--- config.mk ---
export PLATFORM = sky130hd
export DESIGN_NAME = m7gs_queue
export DESIGN_NICKNAME = d
export VERILOG_FILES = /design/src/rtl/core/m7gs_pkg.sv /design/src/rtl/core/m7gs_queue.sv
export SDC_FILE = /design/constraint.sdc
export NUM_CORES = 1
export LEC_CHECK = 0
export BUFFER_PORTS_ARGS = -buffer_cell sky130_fd_sc_hd__buf_2
export CORE_MARGIN = 8
export CORE_UTILIZATION = 42
export DETAILED_ROUTE_END_ITERATION = 12
export GPL_TIMING_DRIVEN = 0
export PLACE_DENSITY = 0.66
export REMOVE_ABC_BUFFERS = 1
export SLEW_MARGIN = 20
export SYNTH_ARGS = -nofsm -noshare
export SYNTH_HDL_FRONTEND = slang
export SYNTH_SLANG_ARGS = --single-unit
--- constraint.sdc ---
create_clock -name clk -period 6 [get_ports clk]
set_input_delay 1.2 -clock clk [delete_from_list [all_inputs] [get_ports clk]]
set_output_delay 1.2 -clock clk [all_outputs]
set_load 0.01 [all_outputs]
--- src/rtl/core/m7gs_pkg.sv ---
// shared types, constants and the divider step for the mode 7 ground sampler
// no dependencies; used by every module in rtl/core
package m7gs_pkg;

    // operation codes on the op field
    localparam logic OP_WRITE  = 1'b0;
    localparam logic OP_SAMPLE = 1'b1;

    // item classes decided in the front end
    localparam logic [1:0] KIND_WRITE  = 2'd0;
    localparam logic [1:0] KIND_SKY    = 2'd1;
    localparam logic [1:0] KIND_GROUND = 2'd2;

    // configuration register indexes
    localparam logic [2:0] REG_CAMERA_X    = 3'd0;
    localparam logic [2:0] REG_CAMERA_Y    = 3'd1;
    localparam logic [2:0] REG_HEADING_COS = 3'd2;
    localparam logic [2:0] REG_HEADING_SIN = 3'd3;
    localparam logic [2:0] REG_ALTITUDE    = 3'd4;

    // configuration reset values
    localparam logic [15:0] CAMERA_X_RESET    = 16'd32768;
    localparam logic [15:0] CAMERA_Y_RESET    = 16'd32768;
    localparam logic [15:0] HEADING_COS_RESET = 16'd16384;
    localparam logic [15:0] HEADING_SIN_RESET = 16'd0;
    localparam logic [14:0] ALTITUDE_RESET    = 15'd7680;

    // horizon and projection constants
    localparam logic [14:0] ALT_OFFSET    = 15'd3072;
    localparam logic [7:0]  HZ_BASE       = 8'd78;
    localparam logic [7:0]  HZ_MAX        = 8'd132;
    localparam logic [7:0]  SCREEN_HEIGHT = 8'd192;
    localparam logic [7:0]  DEPTH_SCALE   = 8'd140;
    localparam logic [22:0] Z_MAX         = 23'd435200;
    // lateral divide: floor(n / 70) via reciprocal floor(2^26 / 70)
    localparam logic [19:0] LAT_RECIP     = 20'd958698;
    localparam int          LAT_SHIFT     = 26;
    localparam logic [7:0]  LAT_DIV       = 8'd70;

    // restoring divider: one quotient bit per stage
    localparam int NUM_W     = 23;
    localparam int DIV_STEPS = NUM_W;

    typedef struct packed {
        logic [15:0] camera_x;
        logic [15:0] camera_y;
        logic [15:0] heading_cos;
        logic [15:0] heading_sin;
        logic [14:0] altitude;
    } cfg_t;

    // classified item handed from front end to back end
    typedef struct packed {
        logic [1:0]       kind;
        logic [15:0]      addr;
        logic [7:0]       wcolour;
        logic [NUM_W-1:0] num;
        logic [6:0]       den;
        logic [6:0]       kx;
    } item_t;

    // divider stage contents
    typedef struct packed {
        logic [1:0]       kind;
        logic [15:0]      addr;
        logic [7:0]       wcolour;
        logic [6:0]       kx;
        logic [6:0]       den;
        logic [6:0]       rem;
        logic [NUM_W-1:0] work;
    } div_t;

    // one restoring division step
    function automatic div_t div_step(input div_t d);
        div_t       r;
        logic [7:0] cand;
        r    = d;
        cand = {d.rem, d.work[NUM_W-1]};
        if (cand >= {1'b0, d.den})
        begin
            r.rem  = 7'(cand - {1'b0, d.den});
            r.work = {d.work[NUM_W-2:0], 1'b1};
        end
        else
        begin
            r.rem  = cand[6:0];
            r.work = {d.work[NUM_W-2:0], 1'b0};
        end
        return r;
    endfunction

endpackage

--- src/rtl/core/m7gs_queue.sv ---
// two-entry queue of classified items between front end and back end
// depends on m7gs_pkg
module m7gs_queue (
    input  logic            clk,
    input  logic            rst_n,
    input  logic            push,
    input  m7gs_pkg::item_t push_item,
    input  logic            pop,
    output logic            full,
    output logic            empty,
    output m7gs_pkg::item_t head
);

    m7gs_pkg::item_t entry_reg [2];
    logic            wr_ptr_reg;
    logic            rd_ptr_reg;
    logic [1:0]      count_reg;
    logic [1:0]      count_next;

    assign full  = (count_reg == 2'd2);
    assign empty = (count_reg == 2'd0);
    assign head  = entry_reg[rd_ptr_reg];

    always_comb
    begin
        count_next = count_reg;
        if (push && !pop)
            count_next = count_reg + 2'd1;
        else if (pop && !push)
            count_next = count_reg - 2'd1;
    end

    // pointers and fill level
    always_ff @(posedge clk or negedge rst_n)
    begin
        if (!rst_n)
        begin
            wr_ptr_reg <= 1'b0;
            rd_ptr_reg <= 1'b0;
            count_reg  <= 2'd0;
        end
        else
        begin
            if (push)
                wr_ptr_reg <= !wr_ptr_reg;
            if (pop)
                rd_ptr_reg <= !rd_ptr_reg;
            count_reg <= count_next;
        end
    end

    always_ff @(posedge clk)
    begin
        if (push)
            entry_reg[wr_ptr_reg] <= push_item;
    end

endmodule

==> results.ini, run 1 <==
[outcome]
status=finished, final reports clean

[sta]
grt_setup_unrepaired=false
final.min_clock_period_ns=3.234
clock.fmax_mhz=309.2
slew_viol_final=0
skew_ns=0.006045
tns_ns=0
worstMarginPinSlew_ns=0.5312
hold_viol=0
final-setup-viol-count=0
slew_headroom=0.6459
min_period_over_period=0.5389

[final_layout]
nNetsFinal=428
area.growth.synth_to_final_pct=28.84
post_route_cells_drive_above_1_share=0.6183
largest_register_ffs=126
n_antenna_cell=0

[run]
maxCapViolations=0

[clock_network]
clockBufferDepth=2
clock-root-buffer=sky130_fd_sc_hd__clkbuf_16
cts_htree_levels=4
numClockSinks=130
cts_made_buffers=17
worst_setup_hold_path_clk_slew_ns=0.06
cts.repair.resized=0
cts.repair_timing.setup_buffer_count=0
postCtsHoldBufs=0
clock_tree_from_tritoncts=done
clk_latency_ns=0.41

[grt]
groute.usage.overall=0.1171
grt_antenna_before_repair=0
global_route.usage.met2=0.1872
gr-max-usage-layer=met2
grt.met1_usage=0.1229
use_met3=0.06205
grt_max_degree=39
vias_in_the_first_global_route=2672
grt_pass1_wl_um=13860
overall_overflow_remaining_after_global_route=0

[setup_path]
worst_path_cell_with_the_longest_stage_delay=sky130_fd_sc_hd__dfrtp_4
startpoint_type_of_the_worst_setup_path=flip-flop
cp_data_required_time_ns=4.80
cpLargestDelayFamily=flip-flops
crit_path_end_kind=output port
crit_cells=3
cp.arrival_ns=2.03
timing.reg2reg.worst_path_depth=2
critPathMaxStageDelay_ns=0.76
timing.setup.critical_path_class=reg -> out
crit_path_cell_chain=buf_16 > mux2_2 > buf_2
crit_path_max_fanout=38
worstPathBufferInverterCount=2

[synth]
yosysUniqueCellTypes=13
syn_area_per_cell_um2=23.74
synth_seq_area_share=0.7718
post_synth_instance_area_um2=5032
synth-warning-count=0
synth_top_area_share=0.7519
syn_inst=212
synth.area.top_cells=sky130_fd_sc_hd__edfxtp_1 (75%), sky130_fd_sc_hd__mux2_4 (18%), sky130_fd_sc_hd__buf_12 (2.4%)
synth-seq-cells=130
synth.largest_area_cell=sky130_fd_sc_hd__edfxtp_1

[floorplan]
std_cell_rows=40
coreArea_um2=11860
die_x_um=125.5
die-area_um2=15740
die_h_um=125.5
initial_util=0.4243
boundaryPins=132

[route]
vias=2434
postRouteAntennaNets=0
avgRoutedWirePerCell_um=17.19
drt_pre_antenna_iters=4
via_per_inst=4.690
drt_iter0_markers=100
drc=0
drt_wl_total_um=8922

[placement]
finalWeightedCongestion=0.6283
port_buffers=131

[pwr]
peak_vdd_ir_v=0.0002371
power_mw=3.254
p_per_area_nw_per_um2=501.9
power.static_leakage_nw=2.640

[worst_hold_path]
timing.hold.worst.class=reg -> reg
timing.hold.worst_path_depth=1

cell usage in the layout, fill, tap and decap left out, types with 2 or more instances in the layout:
cell	instances
sky130_fd_sc_hd__dfrtp_1	3
sky130_fd_sc_hd__edfxtp_1	126
sky130_fd_sc_hd__buf_16	4
sky130_fd_sc_hd__nor2_1	2
sky130_fd_sc_hd__clkbuf_16	17
sky130_fd_sc_hd__mux2_2	4
sky130_fd_sc_hd__clkinvlp_4	3
sky130_fd_sc_hd__xor2_1	4
sky130_fd_sc_hd__clkinv_2	4
sky130_fd_sc_hd__bufinv_16	4
sky130_fd_sc_hd__mux2_4	59
sky130_fd_sc_hd__clkbuf_1	3
sky130_fd_sc_hd__buf_2	131
layout make-up:
cell class | instances | area, µm²
Fill cell | 946 | 5378
Sequential cell | 130 | 3887
Multi-Input combinational cell | 74 | 1023
Timing Repair Buffer | 136 | 785.8
Clock buffer | 20 | 436.7
Tap cell | 147 | 183.9
Clock inverter | 11 | 162.7
Inverter | 1 | 3.754
Yosys cell counts:
cell / instances
sky130_fd_sc_hd__xor2_1: 4
sky130_fd_sc_hd__nor2_1: 2
sky130_fd_sc_hd__mux2_2: 4
sky130_fd_sc_hd__inv_1: 1
sky130_fd_sc_hd__xnor2_1: 1
sky130_fd_sc_hd__nor2b_1: 2
sky130_fd_sc_hd__buf_6: 1
sky130_fd_sc_hd__dfrtp_1: 4
sky130_fd_sc_hd__buf_12: 6
sky130_fd_sc_hd__mux2_4: 59
sky130_fd_sc_hd__and2_1: 1
sky130_fd_sc_hd__edfxtp_1: 126
sky130_fd_sc_hd__ha_1: 1
power breakdown:
group	total, mW	leakage (nW)	internal [mW]	switching (mW)
logic	0.911	1.13	0.502	0.409
registers	1.31	1.23	1.21	0.0992
clock network	1.04	0.286	0.688	0.347
total	3.25	2.64	2.40	0.856
worst paths after layout:
check                        startpoint         endpoint  slack (ns)
min reg2reg                count_reg[1]     count_reg[1]        0.50
max                          rd_ptr_reg         head[59]        2.77
max reg2reg                  wr_ptr_reg  entry_reg[1][0]        4.51
min                        count_reg[1]     count_reg[1]        0.50
min in group asynchronous         rst_n       rd_ptr_reg        0.59
max in group asynchronous         rst_n       rd_ptr_reg        5.28
per-stage QoR:
step                      hold slack [ns]  instances  worst slack (ns)  cell area [µm²]    util
after floorplan                    0.4555        205             1.536             4901       -
after global placement             0.4688        483           -0.3781             5741  0.4840
after detailed placement           0.4845        488             3.134             5884  0.4961
after CTS                          0.4974        519             2.672             6484  0.5466
after global routing               0.5074        519             2.644             6484  0.5466
final                              0.4959        519             2.766             6484  0.5466
cells by family after synthesis:
family,synth area share
flip-flops,0.7718
multiplexers,0.1850
adder cells (fa/ha/maj),0.002486
XOR/XNOR,0.008702
buffers and inverters,0.02685
AND/OR/NAND/NOR,0.005222
layer usage:
layer  part of all wire  up-vias
met5                  0        -
li1                   -     1137
met2               0.50       85
met4              0.020        0
met3              0.082       14
met1               0.40     1198
worst register-to-register path: cells and delay by family, from the launching register on:
family                 cells  cell delay, ns
buffers and inverters      1            0.29
and+or+nand+nor            1            0.44
DFF                        1            0.42
No activity file was read; power rests on OpenSTA's default activity.
==> inputs of run 2 (changes only) <==
--- a/config.mk
+++ b/config.mk
@@ -5,6 +5,7 @@
 export SDC_FILE = /design/constraint.sdc
 export NUM_CORES = 1
 export LEC_CHECK = 0
+export ABC_AREA = 1
 export BUFFER_PORTS_ARGS = -buffer_cell sky130_fd_sc_hd__buf_2
 export CORE_MARGIN = 8
 export CORE_UTILIZATION = 42
==> constraint.sdc (replaced) <==
create_clock -name clk -period 3.33 [get_ports clk]
set_input_delay 0.666 -clock clk [delete_from_list [all_inputs] [get_ports clk]]
set_output_delay 0.666 -clock clk [all_outputs]
set_load 0.01 [all_outputs]
==> results.ini, run 2 <==
[outcome]
status=finished, final reports clean

[setup_path]
timing.setup.critical_path_class=reg -> out
cpLargestDelayFamily=flip-flops
worstPathBufferInverterCount=2
critPathMaxStageDelay_ns=0.91
crit_path_max_fanout=39
r2r-start=wr_ptr_reg
startpoint_type_of_the_worst_setup_path=flip-flop
timing.critical_path.from=rd_ptr_reg
worst_path_cell_with_the_longest_stage_delay=sky130_fd_sc_hd__dfrtp_4
crit_path_cell_chain=buf_12 > mux2_2 > buf_2
cp_data_required_time_ns=2.66
crit_path_end_kind=output port
cp.arrival_ns=2.13

[clock_network]
cts_htree_levels=4
postCtsHoldBufs=0
cts.repair.resized=0
clock-root-buffer=sky130_fd_sc_hd__clkbuf_16
numClockSinks=130
cts.repair_timing.setup_buffer_count=0
cts_made_buffers=17
worst_setup_hold_path_clk_slew_ns=0.05
clk_latency_ns=0.40
clock_tree_from_tritoncts=done
clockBufferDepth=2

[synth]
post_synth_instance_area_um2=5052
syn_area_per_cell_um2=22.86
yosys.cell_count.top_type=sky130_fd_sc_hd__edfxtp_1
synth_top_area_share=0.7489
ys_top_cells_by_count=sky130_fd_sc_hd__edfxtp_1 (126), sky130_fd_sc_hd__mux2_4 (59), sky130_fd_sc_hd__inv_1 (7)
yosysUniqueCellTypes=14
synth_top_flop_cell=sky130_fd_sc_hd__edfxtp_1
synth-warning-count=0
synth_seq_area_share=0.7687
synth-seq-cells=130
syn_inst=221
synth_enable_flop_cells=126
synth.largest_area_cell=sky130_fd_sc_hd__edfxtp_1
asyncSetResetFlopFracSynth=0.03077
synth.area.top_cells=sky130_fd_sc_hd__edfxtp_1 (75%), sky130_fd_sc_hd__mux2_4 (18%), sky130_fd_sc_hd__buf_12 (2.4%)

[sta]
clock.fmax_mhz=358.0
worstMarginPinSlew_ns=0.7505
worst_slack_ns=0.5370
grt_setup_unrepaired=false
slew_viol_final=0
final.min_clock_period_ns=2.793
slew_headroom=0.4997
final-setup-viol-count=0
timing.hold.ws_ns=0.05978
skew_ns=0.002395
min_period_over_period=0.8387
tns_ns=0
hold_viol=0

[final_layout]
nNetsFinal=437
final_core_util=0.5474
n_antenna_cell=0
area.growth.synth_to_final_pct=28.50
mostFrequentLayoutCell=sky130_fd_sc_hd__buf_2
most-common-layout-cells=sky130_fd_sc_hd__buf_2 (131), sky130_fd_sc_hd__edfxtp_1 (126), sky130_fd_sc_hd__mux2_4 (59)
largest_register_ffs=126
final.fill_count=971
post_route_cells_drive_above_1_share=0.6010
design_area_um2=6492

[placement]
port_buffers=131
dpl_cell_area_um2=5897
dpl_worst_slack_ns=0.9161
finalWeightedCongestion=0.6592
detailedPlacementHpwl_um=6232

[floorplan]
boundaryPins=132
initial_util=0.4259
die-area_um2=15800
std_cell_rows=40
coreArea_um2=11860
die_h_um=125.7
die_x_um=125.7

[grt]
groute.usage.overall=0.1192
grt_max_degree=40
overall_overflow_remaining_after_global_route=0
vias_in_the_first_global_route=2778
grt_antenna_before_repair=0
grt_pass1_wl_um=14340

[route]
drt_pre_antenna_iters=4
drc=0
drt_wl_total_um=9007
vias=2450
postRouteAntennaNets=0
via_per_inst=4.640
drt_iter0_markers=143
avgRoutedWirePerCell_um=17.06

[run]
maxCapViolations=0

[pwr]
p_per_area_nw_per_um2=900.4
peak_vdd_ir_v=0.0003877
power.static_leakage_nw=2.665

[worst_hold_path]
timing.hold.worst.class=in -> async

-- run 2: final timing paths --
check                              endpoint  slack, ns  cells past startpoint
max                                head[59]       0.54                      3
max in group asynchronous        rd_ptr_reg       3.13                      1
max reg2reg                entry_reg[0][38]       1.77                      3
min reg2reg                    count_reg[1]       0.54                      2
min in group clk                 rd_ptr_reg       0.45                      2
min                            count_reg[0]       0.06                      1
-- run 2: final cells by class --
| class | count | area [µm²] | area share |
|---|---|---|---|
| Clock buffer | 17 | 425.4 | 0.06552 |
| Timing Repair Buffer | 136 | 778.2 | 0.1199 |
| Sequential cell | 130 | 3887 | 0.5988 |
| Inverter | 7 | 28.78 | 0.004432 |
| Tap cell | 147 | 183.9 | 0.02833 |
| Clock inverter | 14 | 170.2 | 0.02621 |
| Multi-Input combinational cell | 77 | 1018 | 0.1569 |
-- run 2: kinds of logic after synthesis --
group / after synthesis / share of synthesized area
mux: 63 / 0.1842
flops: 130 / 0.7687
buf+inv: 14 / 0.03121
simple gates: 10 / 0.008172
fa+ha+maj: 1 / 0.002476
xor+xnor: 3 / 0.005202
-- run 2: metal layers --
metal	global-route usage	part of all wire
met5	0	0
met4	0.06017	0.018
met3	0.06034	0.088
met2	0.1936	0.50
met1	0.1258	0.40
-- run 2: power by group --
group / switching, mW / leakage (nW) / internal [mW] / total [mW]
Sequential: 0.217 / 1.23 / 2.17 / 2.39
Combinational: 0.704 / 1.15 / 0.897 / 1.60
Clock: 0.624 / 0.288 / 1.23 / 1.85
Total: 1.55 / 2.66 / 4.30 / 5.85
-- run 2: through the flow --
step | instances | power [mW]
after detailed placement | 497 | 4.081
after global placement | 492 | 4.118
after CTS | 528 | 5.954
after global routing | 528 | 6.136
final | 528 | 5.846
after floorplan | 214 | 3.501
==> inputs of run 3 (changes only) <==
--- a/config.mk
+++ b/config.mk
@@ -5,7 +5,7 @@
 export SDC_FILE = /design/constraint.sdc
 export NUM_CORES = 1
 export LEC_CHECK = 0
-export ABC_AREA = 1
+export ABC_AREA = 0
 export BUFFER_PORTS_ARGS = -buffer_cell sky130_fd_sc_hd__buf_2
 export CORE_MARGIN = 8
 export CORE_UTILIZATION = 42
==> constraint.sdc (replaced) <==
create_clock -name clk -period 2.9 [get_ports clk]
set_input_delay 0.58 -clock clk [delete_from_list [all_inputs] [get_ports clk]]
set_output_delay 0.58 -clock clk [all_outputs]
set_load 0.01 [all_outputs]
==> results.ini, run 3 (synthesis gave the netlist of run 1 again) <==
[sta]
grt_setup_unrepaired=false
tns_ns=0
hold_viol=0
slew_headroom=0.6452
worstMarginPinSlew_ns=0.5322
skew_ns=0.006050
min_period_over_period=0.9009
final-setup-viol-count=0
clock.fmax_mhz=382.8
timing.hold.ws_ns=0.3565
final.min_clock_period_ns=2.613
slew_viol_final=0

[route]
vias=2438
postRouteAntennaNets=0
drt_wl_total_um=8929
via_per_inst=4.688
drc=0
drt_pre_antenna_iters=4
drt_iter0_markers=103
avgRoutedWirePerCell_um=17.17

[final_layout]
area.growth.synth_to_final_pct=29.04
n_antenna_cell=0
mostFrequentLayoutCell=sky130_fd_sc_hd__buf_2
most-common-layout-cells=sky130_fd_sc_hd__buf_2 (131), sky130_fd_sc_hd__edfxtp_1 (126), sky130_fd_sc_hd__mux2_4 (59)
largest_register_ffs=126
post_route_cells_drive_above_1_share=0.6166
instances_no_fill=520
final.fill_count=944
final_core_util=0.5475
nNetsFinal=429

[clock_network]
cts_htree_levels=4
worst_setup_hold_path_clk_slew_ns=0.06
numClockSinks=130
cts.repair_timing.setup_buffer_count=0
postCtsHoldBufs=1
clock_tree_from_tritoncts=done
clock-root-buffer=sky130_fd_sc_hd__clkbuf_16
cts.repair.resized=0
cts_made_buffers=17
clockBufferDepth=2
clk_latency_ns=0.41

[placement]
numPlacedInstances=488
finalWeightedCongestion=0.6283
port_buffers=131

[grt]
grt_pass1_wl_um=13880
grt_max_degree=39
overall_overflow_remaining_after_global_route=0
vias_in_the_first_global_route=2674
grt_antenna_before_repair=0
groute.usage.overall=0.1173

[floorplan]
die_x_um=125.5
std_cell_rows=40
initial_util=0.4243
coreArea_um2=11860
die-area_um2=15740
die_h_um=125.5
boundaryPins=132

[pwr]
power_mw=6.733
peak_vdd_ir_v=0.0004892
p_per_area_nw_per_um2=1037
power.static_leakage_nw=2.644

[setup_path]
cp_data_required_time_ns=2.32
critPathMaxStageDelay_ns=0.76
crit_path_max_fanout=38
crit_path_end_kind=output port
startpoint_type_of_the_worst_setup_path=flip-flop
timing.setup.critical_path_class=reg -> out
cp.arrival_ns=2.03
worstPathBufferInverterCount=2
crit_path_cell_chain=buf_16 > mux2_2 > buf_2
worst_path_cell_with_the_longest_stage_delay=sky130_fd_sc_hd__dfrtp_4
cpLargestDelayFamily=flip-flops

[run]
maxCapViolations=0

[outcome]
status=finished, final reports clean

[worst_hold_path]
timing.hold.worst.class=in -> reg

## run 3: layer usage
layer  GRT usage  routed length [µm]
met5           0                   0
met4     0.06232                 179
met3     0.06247                 737
met2      0.1879                4449
met1      0.1226                3562
## run 3: worst paths after layout
| path | endpoint | cells past startpoint | start | slack, ns |
|---|---|---|---|---|
| worst min register to register | count_reg[1] | 1 | count_reg[1] | 0.50 |
| worst max-delay path | head[59] | 3 | rd_ptr_reg | 0.29 |
| min in group asynchronous | rd_ptr_reg | 2 | rst_n | 0.50 |
| max in group asynchronous | rd_ptr_reg | 2 | rst_n | 2.27 |
| worst min-delay path | rd_ptr_reg | 2 | pop | 0.36 |
| worst max register to register | entry_reg[1][0] | 2 | wr_ptr_reg | 1.41 |
## run 3: stage by stage
step | setup slack, ns | cell area [µm²]
after detailed placement | 0.6544 | 5884
after floorplan | -0.9435 | 4901
final | 0.2873 | 6494
after global routing | 0.1637 | 6494
after CTS | 0.1918 | 6494
after global placement | -2.858 | 5741
## run 3: where the power goes
| group | total, mW | switching [mW] | internal (mW) | leakage, nW |
|---|---|---|---|---|
| registers | 2.70 | 0.205 | 2.50 | 1.23 |
| logic | 1.89 | 0.847 | 1.04 | 1.13 |
| clock network | 2.14 | 0.718 | 1.42 | 0.286 |
## run 3: layout make-up
cell class | count | area (µm²) | area share
inverters | 1 | 3.754 | 0.0005780
flip-flops and latches | 130 | 3887 | 0.5987
clock inverters | 11 | 162.7 | 0.02505
multi-input cells | 74 | 1023 | 0.1576
well taps | 147 | 183.9 | 0.02832
repair buffers | 137 | 795.8 | 0.1225
clock buffers | 20 | 436.7 | 0.06724
