`src/rtl/core/m7gs_pkg.sv`:
```
// shared types, constants and the divider step for the mode 7 ground sampler
// no dependencies; used by every module in rtl/core
package m7gs_pkg;

    // operation codes on the op field
    localparam logic OP_WRITE  = 1'b0;
    localparam logic OP_SAMPLE = 1'b1;

    // item classes decided in the front end
    localparam logic [1:0] KIND_WRITE  = 2'd0;
    localparam logic [1:0] KIND_SKY    = 2'd1;
    localparam logic [1:0] KIND_GROUND = 2'd2;

    // configuration register indexes
    localparam logic [2:0] REG_CAMERA_X    = 3'd0;
    localparam logic [2:0] REG_CAMERA_Y    = 3'd1;
    localparam logic [2:0] REG_HEADING_COS = 3'd2;
    localparam logic [2:0] REG_HEADING_SIN = 3'd3;
    localparam logic [2:0] REG_ALTITUDE    = 3'd4;

    // configuration reset values
    localparam logic [15:0] CAMERA_X_RESET    = 16'd32768;
    localparam logic [15:0] CAMERA_Y_RESET    = 16'd32768;
    localparam logic [15:0] HEADING_COS_RESET = 16'd16384;
    localparam logic [15:0] HEADING_SIN_RESET = 16'd0;
    localparam logic [14:0] ALTITUDE_RESET    = 15'd7680;

    // horizon and projection constants
    localparam logic [14:0] ALT_OFFSET    = 15'd3072;
    localparam logic [7:0]  HZ_BASE       = 8'd78;
    localparam logic [7:0]  HZ_MAX        = 8'd132;
    localparam logic [7:0]  SCREEN_HEIGHT = 8'd192;
    localparam logic [7:0]  DEPTH_SCALE   = 8'd140;
    localparam logic [22:0] Z_MAX         = 23'd435200;
    // lateral divide: floor(n / 70) via reciprocal floor(2^26 / 70)
    localparam logic [19:0] LAT_RECIP     = 20'd958698;
    localparam int          LAT_SHIFT     = 26;
    localparam logic [7:0]  LAT_DIV       = 8'd70;

    // restoring divider: one quotient bit per stage
    localparam int NUM_W     = 23;
    localparam int DIV_STEPS = NUM_W;

    typedef struct packed {
        logic [15:0] camera_x;
        logic [15:0] camera_y;
        logic [15:0] heading_cos;
        logic [15:0] heading_sin;
        logic [14:0] altitude;
    } cfg_t;

    // classified item handed from front end to back end
    typedef struct packed {
        logic [1:0]       kind;
        logic [15:0]      addr;
        logic [7:0]       wcolour;
        logic [NUM_W-1:0] num;
        logic [6:0]       den;
        logic [6:0]       kx;
    } item_t;

    // divider stage contents
    typedef struct packed {
        logic [1:0]       kind;
        logic [15:0]      addr;
        logic [7:0]       wcolour;
        logic [6:0]       kx;
        logic [6:0]       den;
        logic [6:0]       rem;
        logic [NUM_W-1:0] work;
    } div_t;

    // one restoring division step
    function automatic div_t div_step(input div_t d);
        div_t       r;
        logic [7:0] cand;
        r    = d;
        cand = {d.rem, d.work[NUM_W-1]};
        if (cand >= {1'b0, d.den})
        begin
            r.rem  = 7'(cand - {1'b0, d.den});
            r.work = {d.work[NUM_W-2:0], 1'b1};
        end
        else
        begin
            r.rem  = cand[6:0];
            r.work = {d.work[NUM_W-2:0], 1'b0};
        end
        return r;
    endfunction

endpackage

```
`src/rtl/core/m7gs_front.sv`:
```
// front end: accepts transactions, finds the horizon and classifies each item
// depends on m7gs_pkg
module m7gs_front (
    input  logic                 clk,
    input  logic                 rst_n,
    input  m7gs_pkg::cfg_t       cfg,
    input  logic                 item_valid,
    output logic                 item_ready,
    input  logic                 op,
    input  logic [15:0]          texel_address,
    input  logic [7:0]           texel_colour,
    input  logic [7:0]           pixel_x,
    input  logic [7:0]           pixel_y,
    input  logic                 q_full,
    output logic                 q_push,
    output m7gs_pkg::item_t      q_item
);

    logic            valid_reg;
    m7gs_pkg::item_t item_reg;
    m7gs_pkg::item_t item_next;
    logic [16:0]     hz_scaled;
    logic [7:0]      hz_raw;
    logic [7:0]      hz;
    logic [7:0]      dy;
    logic            accept;

    assign item_ready = !valid_reg || !q_full;
    assign accept     = item_valid && item_ready;
    assign q_push     = valid_reg && !q_full;
    assign q_item     = item_reg;

    // horizon row from altitude, clamped
    always_comb
    begin
        hz_scaled = 17'(({2'b00, cfg.altitude} - {2'b00, m7gs_pkg::ALT_OFFSET}) * 17'd3);
        hz_raw    = m7gs_pkg::HZ_BASE + {1'b0, hz_scaled[16:10]};
        if (cfg.altitude < m7gs_pkg::ALT_OFFSET)
            hz = m7gs_pkg::HZ_BASE;
        else if (hz_raw > m7gs_pkg::HZ_MAX)
            hz = m7gs_pkg::HZ_MAX;
        else
            hz = hz_raw;
    end

    // classify and set up the depth divide
    always_comb
    begin
        dy                = pixel_y - hz;
        item_next.addr    = texel_address;
        item_next.wcolour = texel_colour;
        item_next.kx      = {~pixel_x[7], pixel_x[6:1]};
        item_next.num     = '0;
        item_next.den     = 7'd1;
        if (op == m7gs_pkg::OP_WRITE)
            item_next.kind = m7gs_pkg::KIND_WRITE;
        else if (pixel_y >= m7gs_pkg::SCREEN_HEIGHT || pixel_y < hz)
            item_next.kind = m7gs_pkg::KIND_SKY;
        else
        begin
            item_next.kind = m7gs_pkg::KIND_GROUND;
            item_next.num  = m7gs_pkg::NUM_W'(cfg.altitude)
                           * m7gs_pkg::NUM_W'(m7gs_pkg::DEPTH_SCALE);
            item_next.den  = {dy[6:1], 1'b1};
        end
    end

    // holding stage in front of the queue
    always_ff @(posedge clk or negedge rst_n)
    begin
        if (!rst_n)
            valid_reg <= 1'b0;
        else if (accept)
            valid_reg <= 1'b1;
        else if (q_push)
            valid_reg <= 1'b0;
    end

    always_ff @(posedge clk)
    begin
        if (accept)
            item_reg <= item_next;
    end

endmodule

```
`config.mk`:
```
export PLATFORM = sky130hd
export DESIGN_NAME = m7gs_front
export DESIGN_NICKNAME = d
export VERILOG_FILES = /design/src/rtl/core/m7gs_pkg.sv /design/src/rtl/core/m7gs_front.sv
export SDC_FILE = /design/constraint.sdc
export NUM_CORES = 1
export LEC_CHECK = 0
export BUFFER_PORTS_ARGS = -buffer_cell sky130_fd_sc_hd__buf_2
export CORE_MARGIN = 2
export CORE_UTILIZATION = 36
export DETAILED_ROUTE_END_ITERATION = 8
export GPL_ROUTABILITY_DRIVEN = 1
export GPL_TIMING_DRIVEN = 0
export HOLD_SLACK_MARGIN = 0.03
export PLACE_DENSITY = 0.67
export SETUP_SLACK_MARGIN = 0.3
export SYNTH_ARGS = -nofsm -noshare
export SYNTH_HDL_FRONTEND = slang
export SYNTH_SLANG_ARGS = --single-unit
```
`constraint.sdc`:
```
create_clock -name clk -period 3.38 [get_ports clk]
set_clock_uncertainty 0.15 [all_clocks]
set_input_delay 0.338 -clock clk [delete_from_list [all_inputs] [get_ports clk]]
set_output_delay 0.338 -clock clk [all_outputs]
set_load 0.05 [all_outputs]
```
==> results of run 1 <==
power breakdown:
group          total (mW)  leakage [nW]  internal, mW  switching (mW)
registers           0.934         0.595         0.922          0.0121
logic                1.94          2.48         0.850            1.09
clock network       0.936         0.151         0.636           0.299
total                3.81          3.22          2.41            1.40
worst paths after layout:
path	start	end	slack, ns	cells past startpoint
min	texel_address[14]	q_item[59]	0.04	1
min reg2reg	valid_reg	valid_reg	0.36	2
min in group asynchronous	rst_n	valid_reg	0.19	2
max in group asynchronous	rst_n	valid_reg	2.81	2
max reg2reg	valid_reg	q_item[52]	1.48	3
max	cfg[10]	q_item[20]	-1.23	25
final cells by class:
| type | count | area [sq um] | share of cell area |
|---|---|---|---|
| timing repair buffer | 167 | 1090 | 0.157 |
| clock inverter | 6 | 77.6 | 0.0112 |
| tap | 176 | 220 | 0.0317 |
| multi-input combinational | 316 | 3100 | 0.447 |
| buffer | 9 | 95.1 | 0.0137 |
| sequential | 61 | 1830 | 0.263 |
| inverter | 76 | 304 | 0.0438 |
| clock buffer | 10 | 229 | 0.0330 |
cells by family after synthesis:
family                   after synthesis
XOR/XNOR                              23
buffers and inverters                 85
multiplexers                           6
adder cells (fa/ha/maj)               78
other                                  2
AO/OA/AOI/OAI                         89
flip-flops                            61
AND/OR/NAND/NOR                      117
placed cells by master (no fill, tap or decap), types with 5 or more instances in the layout:
| cell | instances |
|---|---|
| fa_1 | 12 |
| edfxtp_1 | 60 |
| inv_2 | 5 |
| ha_1 | 49 |
| buf_4 | 38 |
| nand2_1 | 16 |
| or3_1 | 6 |
| a21o_1 | 11 |
| xnor2_1 | 13 |
| inv_1 | 68 |
| nor2_2 | 5 |
| o21ai_0 | 5 |
| a21oi_1 | 21 |
| and2_1 | 8 |
| o21a_1 | 5 |
| and2_4 | 5 |
| buf_2 | 113 |
| nor3_1 | 6 |
| nand3_1 | 5 |
| ha_4 | 14 |
| clkbuf_16 | 10 |
| o21bai_1 | 5 |
| nor2_1 | 23 |
| buf_6 | 10 |
| and3_1 | 7 |
what timing repair did:
action | in CTS | in global routing
gates resized for setup | 67 | 24
setup endpoints to repair | 29 | 29
endpoints found under the hold margin | 2 | 2
buffers inserted | 36 | 4
cloned | 2 | 0
pin swaps | 43 | 26
hold buffers | 2 | 2
stage by stage:
| step | hold slack (ns) | util | cell area [sq um] |
|---|---|---|---|
| after floorplan | -0.108 | - | 5000 |
| after global placement | -0.0377 | 0.441 | 5820 |
| after detailed placement | -0.0347 | 0.443 | 5850 |
| after CTS | 0.0314 | 0.514 | 6780 |
| after global routing | 0.0321 | 0.526 | 6940 |
| final | 0.0421 | 0.526 | 6940 |
routing by layer:
layer  share of wire  routed length, microns  vias up  track usage
met5               0                       0        -            0
met4           0.021                     238        0       0.0566
met3           0.043                     486       18       0.0228
met2            0.51                    5740      103        0.281
met1            0.43                    4820     1853        0.188
li1                -                       -     1969            -
==> reports/metrics.yaml, run 1 <==
status:
  status: "finished with violations"
  violations: "negative setup slack"
finish:
  drive_gt1_frac: 0.423
  diodes: 0
  layout.nets: 842
  instances_no_fill: 821
  largest_register_ffs: 60
  fillerInstances: 1152
  area_growth_pct: 43.6
synth:
  syn_inst: 461
  synth_seq_cells: 61
  synth_area_leaders: "edfxtp_1 (37%), ha_1 (16%), fa_1 (6.2%)"
  syn_area_sq_um: 4830
  muxShareOfSynthArea: 0.0148
  syn_area_per_cell_sq_um: 10.5
  synth_xor_area_frac: 0.0448
  ys_warn_count: 0
  synth_cell_types: 64
  synth_edf_count: 60
  synth_top_area_share: 0.373
  synthSimpleGateAreaFrac: 0.129
  ys_seq_area_frac: 0.378
  synth.most_common_cell: "inv_1"
  synth_fa_ha_area_frac: 0.225
  ys_top_cells_by_count: "inv_1 (75), ha_1 (63), edfxtp_1 (60)"
  synth_top_family_by_area: "adder cells"
  synth-async-reset-ratio: 0.0164
  synth_ff_type: "edfxtp_1"
  synth_area_leader_cell: "edfxtp_1"
  synth-compound-area-share: 0.138
timing:
  setup-violations-final: 29
  timing.final.ws_setup_ns: -1.23
  max_freq_mhz: 217
  min_period_ns: 4.61
  rsz0062_at_grt: "yes"
  relSlewSlack: 0.427
  final.setup.tns_ns: -34.49
  min_period_over_period: 1.36
  maxSlewViolCount: 0
  worst_slew_pin_slew_ns: 0.860
  report.final.hold_viol_count: 0
grt:
  grt_pass1_wl_mm: 18.2
  grt_max_degree: 36
  grt_remaining_overflow: 0
  grt_antenna_before_repair: 0
  grtUsageTotal: 0.156
  grt_pass1_vias: 3916
placed_design:
  numPortBuffers: 120
  gp_congestion: 0.809
  place_inst: 759
  dpl_worst_slack_ns: -2.04
  hpwl_mm: 8.29
clock_tree:
  cts_max_path_buffers: 2
  cts_max_level: 3
  cts.sinks: 61
  clock_latency_ns: 0.32
  cts_tree: "yes"
  cts_made_buffers: 9
  clkTransAtPathRegs_ns: 0.05
  cts_root_buf: "clkbuf_16"
flow_run:
  max_cap_viol_count: 0
drt:
  post_drt_wl_per_cell_microns: 13.7
  wl_mm: 11.3
  dr.first_iter.drc_count: 166
  drt-vias-per-instance: 4.80
  ant_nets: 0
  drtPass1Iterations: 4
  drcViolationCount: 0
  vias: 3943
power:
  p_total_mw: 3.81
  power_density_nw_per_um2: 549
  vdd_ir_drop_max_v: 0.000216
  p_leak_nw: 3.22
floorplan:
  io_pins: 189
  start_util: 0.366
  dieArea_sq_um: 14400
  die_x_microns: 120
  core_area_sq_um: 13200
  dieHeight_microns: 120
  rows: 42
setup_path:
  cp_slowest_cell: "or3b_4"
  arrival_ns: 4.53
  worstPathRequired_ns: 3.30
  crit_path_end_kind: "flip-flop"
  crit_fanout: 8
  cpPeakStageDelay_ns: 0.41
  cp.buffers_inverters: 5
  cpLargestDelayFamily: "compound AO/OA/AOI/OAI gates"
  cp-start-kind: "input pin"
  crit_type: "input pin to flip-flop"
worst_hold_path:
  hp-class: "input pin to flip-flop"
(Power assumes the default switching activity.)
==> inputs of run 2 (changes only) <==
CORE_UTILIZATION = 50   (was 36)
PLACE_DENSITY = 0.87   (was 0.67)
==> reports/metrics.yaml, run 2 (synthesis gave the netlist of run 1 again) <==
status:
  status: "finished with violations"
  violations: "negative setup slack"
clock_tree:
  clock_latency_ns: 0.33
  cts_max_level: 3
  cts_tree: "yes"
  cts_made_buffers: 9
  cts_root_buf: "clkbuf_8"
  clkTransAtPathRegs_ns: 0.07
  cts_max_path_buffers: 2
  cts.sinks: 61
drt:
  wl_met2_mm: 7.46
  wl_mm: 13.9
  vias: 4389
  post_drt_wl_per_cell_microns: 17.3
  ant_nets: 0
  drt-vias-per-instance: 5.45
  drcViolationCount: 0
  dr.first_iter.drc_count: 201
  wl_met1_mm: 5.27
  dr.max_layer_used: "met4"
  wl_met3_microns: 719
  drtPass1Iterations: 5
setup_path:
  cp_slowest_cell: "fa_2"
  cpPeakStageDelay_ns: 0.38
  arrival_ns: 4.80
  crit_fanout: 6
  r2r-start: "valid_reg"
  startpoint: "cfg[13]"
  worstPathRequired_ns: 3.31
  crit_path_end_kind: "flip-flop"
  rrSetupSlack_ns: 1.67
  crit_type: "input pin to flip-flop"
  cp-start-kind: "input pin"
grt:
  grt_remaining_overflow: 0
  grt_max_degree: 45
  grtUsageTotal: 0.233
  grt_pass1_wl_mm: 19.2
  grt_pass1_vias: 4241
  grt_antenna_before_repair: 0
placed_design:
  gp_congestion: 0.840
  numPortBuffers: 120
  dpl_cell_area_sq_um: 5780
  dpl_worst_slack_ns: -2.01
  hpwl_mm: 8.18
timing:
  maxSlewViolCount: 0
  setup-violations-final: 29
  timing.hold.ws_ns: 0.0503
  final.setup.tns_ns: -40.53
  min_period_over_period: 1.44
  timing.final.ws_setup_ns: -1.49
  worst_slew_pin_slew_ns: 0.640
  relSlewSlack: 0.570
  max_freq_mhz: 205
  min_period_ns: 4.87
  rsz0062_at_grt: "yes"
  report.final.hold_viol_count: 0
finish:
  final_area_sq_um: 7150
  drive_gt1_frac: 0.423
  fillerInstances: 539
  area_growth_pct: 48.0
  diodes: 0
  final_common_cell: "buf_2"
  fin_util: 0.767
  layout.nets: 873
  largest_register_ffs: 60
  final_cell_mix: "buf_2 (111), inv_1 (68), edfxtp_1 (60)"
floorplan:
  rows: 35
  core_area_sq_um: 9330
  io_pins: 189
  dieHeight_microns: 102
  start_util: 0.518
  die_x_microns: 102
  dieArea_sq_um: 10500
worst_hold_path:
  hp-class: "input pin to flip-flop"
  holdCritStartpoint: "texel_colour[4]"
power:
  p_leak_nw: 3.30
  vdd_ir_drop_max_v: 0.000216
  power_density_nw_per_um2: 525
flow_run:
  max_cap_viol_count: 0
==> run 2: final timing paths <==
check                           cells past startpoint         end
worst max-delay path                               28  q_item[35]
worst min-delay path                                1  q_item[41]
worst max register to register                      3   q_item[1]
worst min register to register                      2   valid_reg
max in group asynchronous                           2   valid_reg
min in group asynchronous                           2   valid_reg
==> run 2: report_power, final <==
group / leakage, nW / total [mW] / switching [mW] / internal, mW
Clock: 0.0888 / 0.606 / 0.274 / 0.332
Sequential: 0.595 / 0.935 / 0.0148 / 0.920
Combinational: 2.62 / 2.22 / 1.26 / 0.952
==> run 2: per-layer routing <==
metal  up-vias  track usage
met1      2110        0.270
li1       2030            -
met5         -            0
met3        43       0.0308
met4         0        0.109
met2       206        0.426
==> run 2: critical path, delay by kind of cell <==
| kind | cells | cell delay (ns) |
|---|---|---|
| AOI/OAI and AO/OA | 11 | 1.63 |
| and+or+nand+nor | 6 | 0.89 |
| buffers and inverters | 6 | 0.84 |
| adders and majority gates | 3 | 0.81 |
| xor gates and xnor gates | 1 | 0.22 |
| muxes | 1 | 0.07 |
==> run 2: repair_timing <==
item	in CTS	in global routing
hold buffers	25	3
resized for setup	66	54
cloned	2	0
endpoints found under the setup margin	29	29
endpoints found under the hold margin	25	3
buffers inserted	34	13
pin swaps	43	44
==> run 2: layout make-up <==
cell class	instances	area [sq um]	share of cell area
multi-input combinational	316	3180	0.445
sequential	61	1830	0.255
timing repair buffer	198	1400	0.195
inverter	76	307	0.0429
tap	129	161	0.0226
clock buffer	10	128	0.0178
buffer	9	96.3	0.0135
clock inverter	6	53.8	0.00752
==> run 2: through the flow <==
step | std cells | power [mW]
4_1_cts | 789 | 3.44
2_1_floorplan | 462 | 2.22
5_1_grt | 805 | 3.94
3_3_place_gp | 711 | 2.48
6_report | 805 | 3.76
3_5_place_dp | 712 | 2.55
==> inputs of run 3 (changes only) <==
ABC_AREA = 1   (was unset)
==> reports/metrics.yaml, run 3 <==
status:
  status: "finished with violations"
  violations: "negative setup slack"
clock_tree:
  clkTransAtPathRegs_ns: 0.08
  cts_max_path_buffers: 2
  cts_root_buf: "clkbuf_8"
  cts.sinks: 61
  cts_max_level: 3
  cts_made_buffers: 9
  clock_latency_ns: 0.32
  cts_tree: "yes"
timing:
  worst_slew_pin_slew_ns: 0.576
  min_period_ns: 4.65
  max_freq_mhz: 215
  rsz0062_at_grt: "yes"
  timing.final.ws_setup_ns: -1.27
  setup-violations-final: 29
  report.final.hold_viol_count: 0
  relSlewSlack: 0.615
  timing.hold.ws_ns: 0.0495
  maxSlewViolCount: 0
  min_period_over_period: 1.37
floorplan:
  die_x_microns: 102
  start_util: 0.518
  dieHeight_microns: 102
  core_area_sq_um: 9280
  dieArea_sq_um: 10400
  rows: 35
  io_pins: 189
setup_path:
  crit_type: "input pin to flip-flop"
  cpPeakStageDelay_ns: 0.26
  worstPathRequired_ns: 3.43
  cp_slowest_cell: "ha_4"
  cp-start-kind: "input pin"
  arrival_ns: 4.70
  crit_fanout: 6
  crit_path_end_kind: "flip-flop"
  crit_top_cell: "buf_4"
synth:
  synth_ff_type: "edfxtp_1"
  syn_area_per_cell_sq_um: 8.77
  synth_edf_count: 60
  synth_seq_cells: 61
  synth_cell_types: 38
  ys_top_cells_by_count: "inv_1 (115), nand2_1 (114), ha_1 (63)"
  synth_top_area_share: 0.375
  synth.most_common_cell: "inv_1"
  synth-async-reset-ratio: 0.0164
  ys_warn_count: 0
  syn_inst: 548
  syn_area_sq_um: 4800
  synth_area_leaders: "edfxtp_1 (38%), ha_1 (16%), inv_1 (9.0%)"
  synth_area_leader_cell: "edfxtp_1"
  ys_seq_area_frac: 0.380
finish:
  final_cell_mix: "buf_2 (114), inv_1 (109), nand2_1 (88)"
  final_area_sq_um: 6980
  largest_register_ffs: 60
  drive_gt1_frac: 0.401
  final_common_cell: "buf_2"
  diodes: 0
  layout.nets: 963
  area_growth_pct: 45.3
drt:
  drt-vias-per-instance: 5.58
  drcViolationCount: 0
  post_drt_wl_per_cell_microns: 18.2
  vias: 4995
  wl_mm: 16.3
  ant_nets: 0
  dr.first_iter.drc_count: 308
  drtPass1Iterations: 5
grt:
  grt_pass1_vias: 4777
  grt_remaining_overflow: 0
  grt_antenna_before_repair: 0
  grt_max_degree: 27
  grtUsageTotal: 0.271
  grt_pass1_wl_mm: 22.1
placed_design:
  dpl_cell_area_sq_um: 5720
  hpwl_mm: 8.13
  dpl_worst_slack_ns: -1.68
  gp_congestion: 0.866
  numPortBuffers: 120
worst_hold_path:
  hp-class: "input pin to flip-flop"
power:
  p_leak_nw: 3.52
  vdd_ir_drop_max_v: 0.000288
  power_density_nw_per_um2: 548
flow_run:
  max_cap_viol_count: 0
[run 3: changes by cell type after synthesis, sizes merged, moves of 9 or more]
cell   before  now
nand2      21  128
nand3       9   27
a21oi      26   36
xnor2      17    3
a21o       11    1
inv        76  118
nor2       28   49
and3        9    0
and2       14    0
[run 3: final timing paths]
| kind | from | end | slack (ns) | cells past startpoint |
|---|---|---|---|---|
| worst max-delay path | cfg[12] | q_item[11] | -1.27 | 35 |
| worst min-delay path | pixel_x[6] | q_item[5] | 0.05 | 1 |
| worst max register to register | valid_reg | q_item[1] | 1.53 | 3 |
| worst min register to register | valid_reg | valid_reg | 0.46 | 2 |
| max in group asynchronous | rst_n | valid_reg | 2.82 | 2 |
| min in group asynchronous | rst_n | valid_reg | 0.18 | 2 |
[run 3: cell families (layout without fill, tap and decap cells)]
| logic type | count (synthesis) | count (layout) | synth area share |
|---|---|---|---|
| AOI/OAI and AO/OA | 59 | 59 | 0.0664 |
| xor gates and xnor gates | 6 | 6 | 0.0109 |
| and+or+nand+nor | 219 | 219 | 0.214 |
| adders and majority gates | 78 | 78 | 0.227 |
| DFF | 61 | 61 | 0.380 |
| other | 2 | 3 | 0.00156 |
| buffers and inverters | 123 | 340 | 0.100 |
[run 3: final cells by class]
| class | count | area [sq um] |
|---|---|---|
| tap | 129 | 161 |
| buffer | 5 | 45.0 |
| clock inverter | 7 | 98.8 |
| multi-input combinational | 365 | 2890 |
| inverter | 118 | 459 |
| clock buffer | 9 | 124 |
| timing repair buffer | 201 | 1370 |
| sequential | 61 | 1830 |
| fill | 589 | 2300 |
[run 3: power by group]
group,internal (mW),switching [mW]
logic,0.856,1.31
registers,0.915,0.0168
clock network,0.419,0.308
total,2.19,1.63
[run 3: what timing repair did]
| action | 4_1_cts | 5_1_grt |
|---|---|---|
| setup buffers | 47 | 3 |
| hold buffers | 25 | 2 |
| gates cloned | 1 | 1 |
| resized for setup | 58 | 47 |
| setup endpoints to repair | 29 | 29 |
| endpoints found under the hold margin | 25 | 2 |
| pin swaps | 49 | 34 |
[run 3: worst max-delay path: cells and delay by family]
kind                       cells  cell delay (ns)
adders and majority gates      3             0.63
xor gates and xnor gates       1             0.24
and+or+nand+nor               13             1.19
buffers and inverters         12             1.36
AOI/OAI and AO/OA              6             0.91
[run 3: routing by layer]
metal,GRT usage,up-vias,share of wire
met4,0.144,0,0.072
met3,0.0417,126,0.082
met5,0,-,0
li1,-,2186,-
met1,0.293,2317,0.34
met2,0.507,366,0.50
[run 3: metrics by stage]
step / power (mW) / utilization / instances / setup TNS, ns
floorplan: 2.03 / - / 549 / -24.47
global placement: 2.28 / 0.610 / 798 / -42.15
detailed placement: 2.33 / 0.616 / 800 / -45.52
CTS: 3.40 / 0.730 / 889 / -23.87
global route: 3.99 / 0.752 / 895 / -42.25
finish: 3.82 / 0.752 / 895 / -34.90
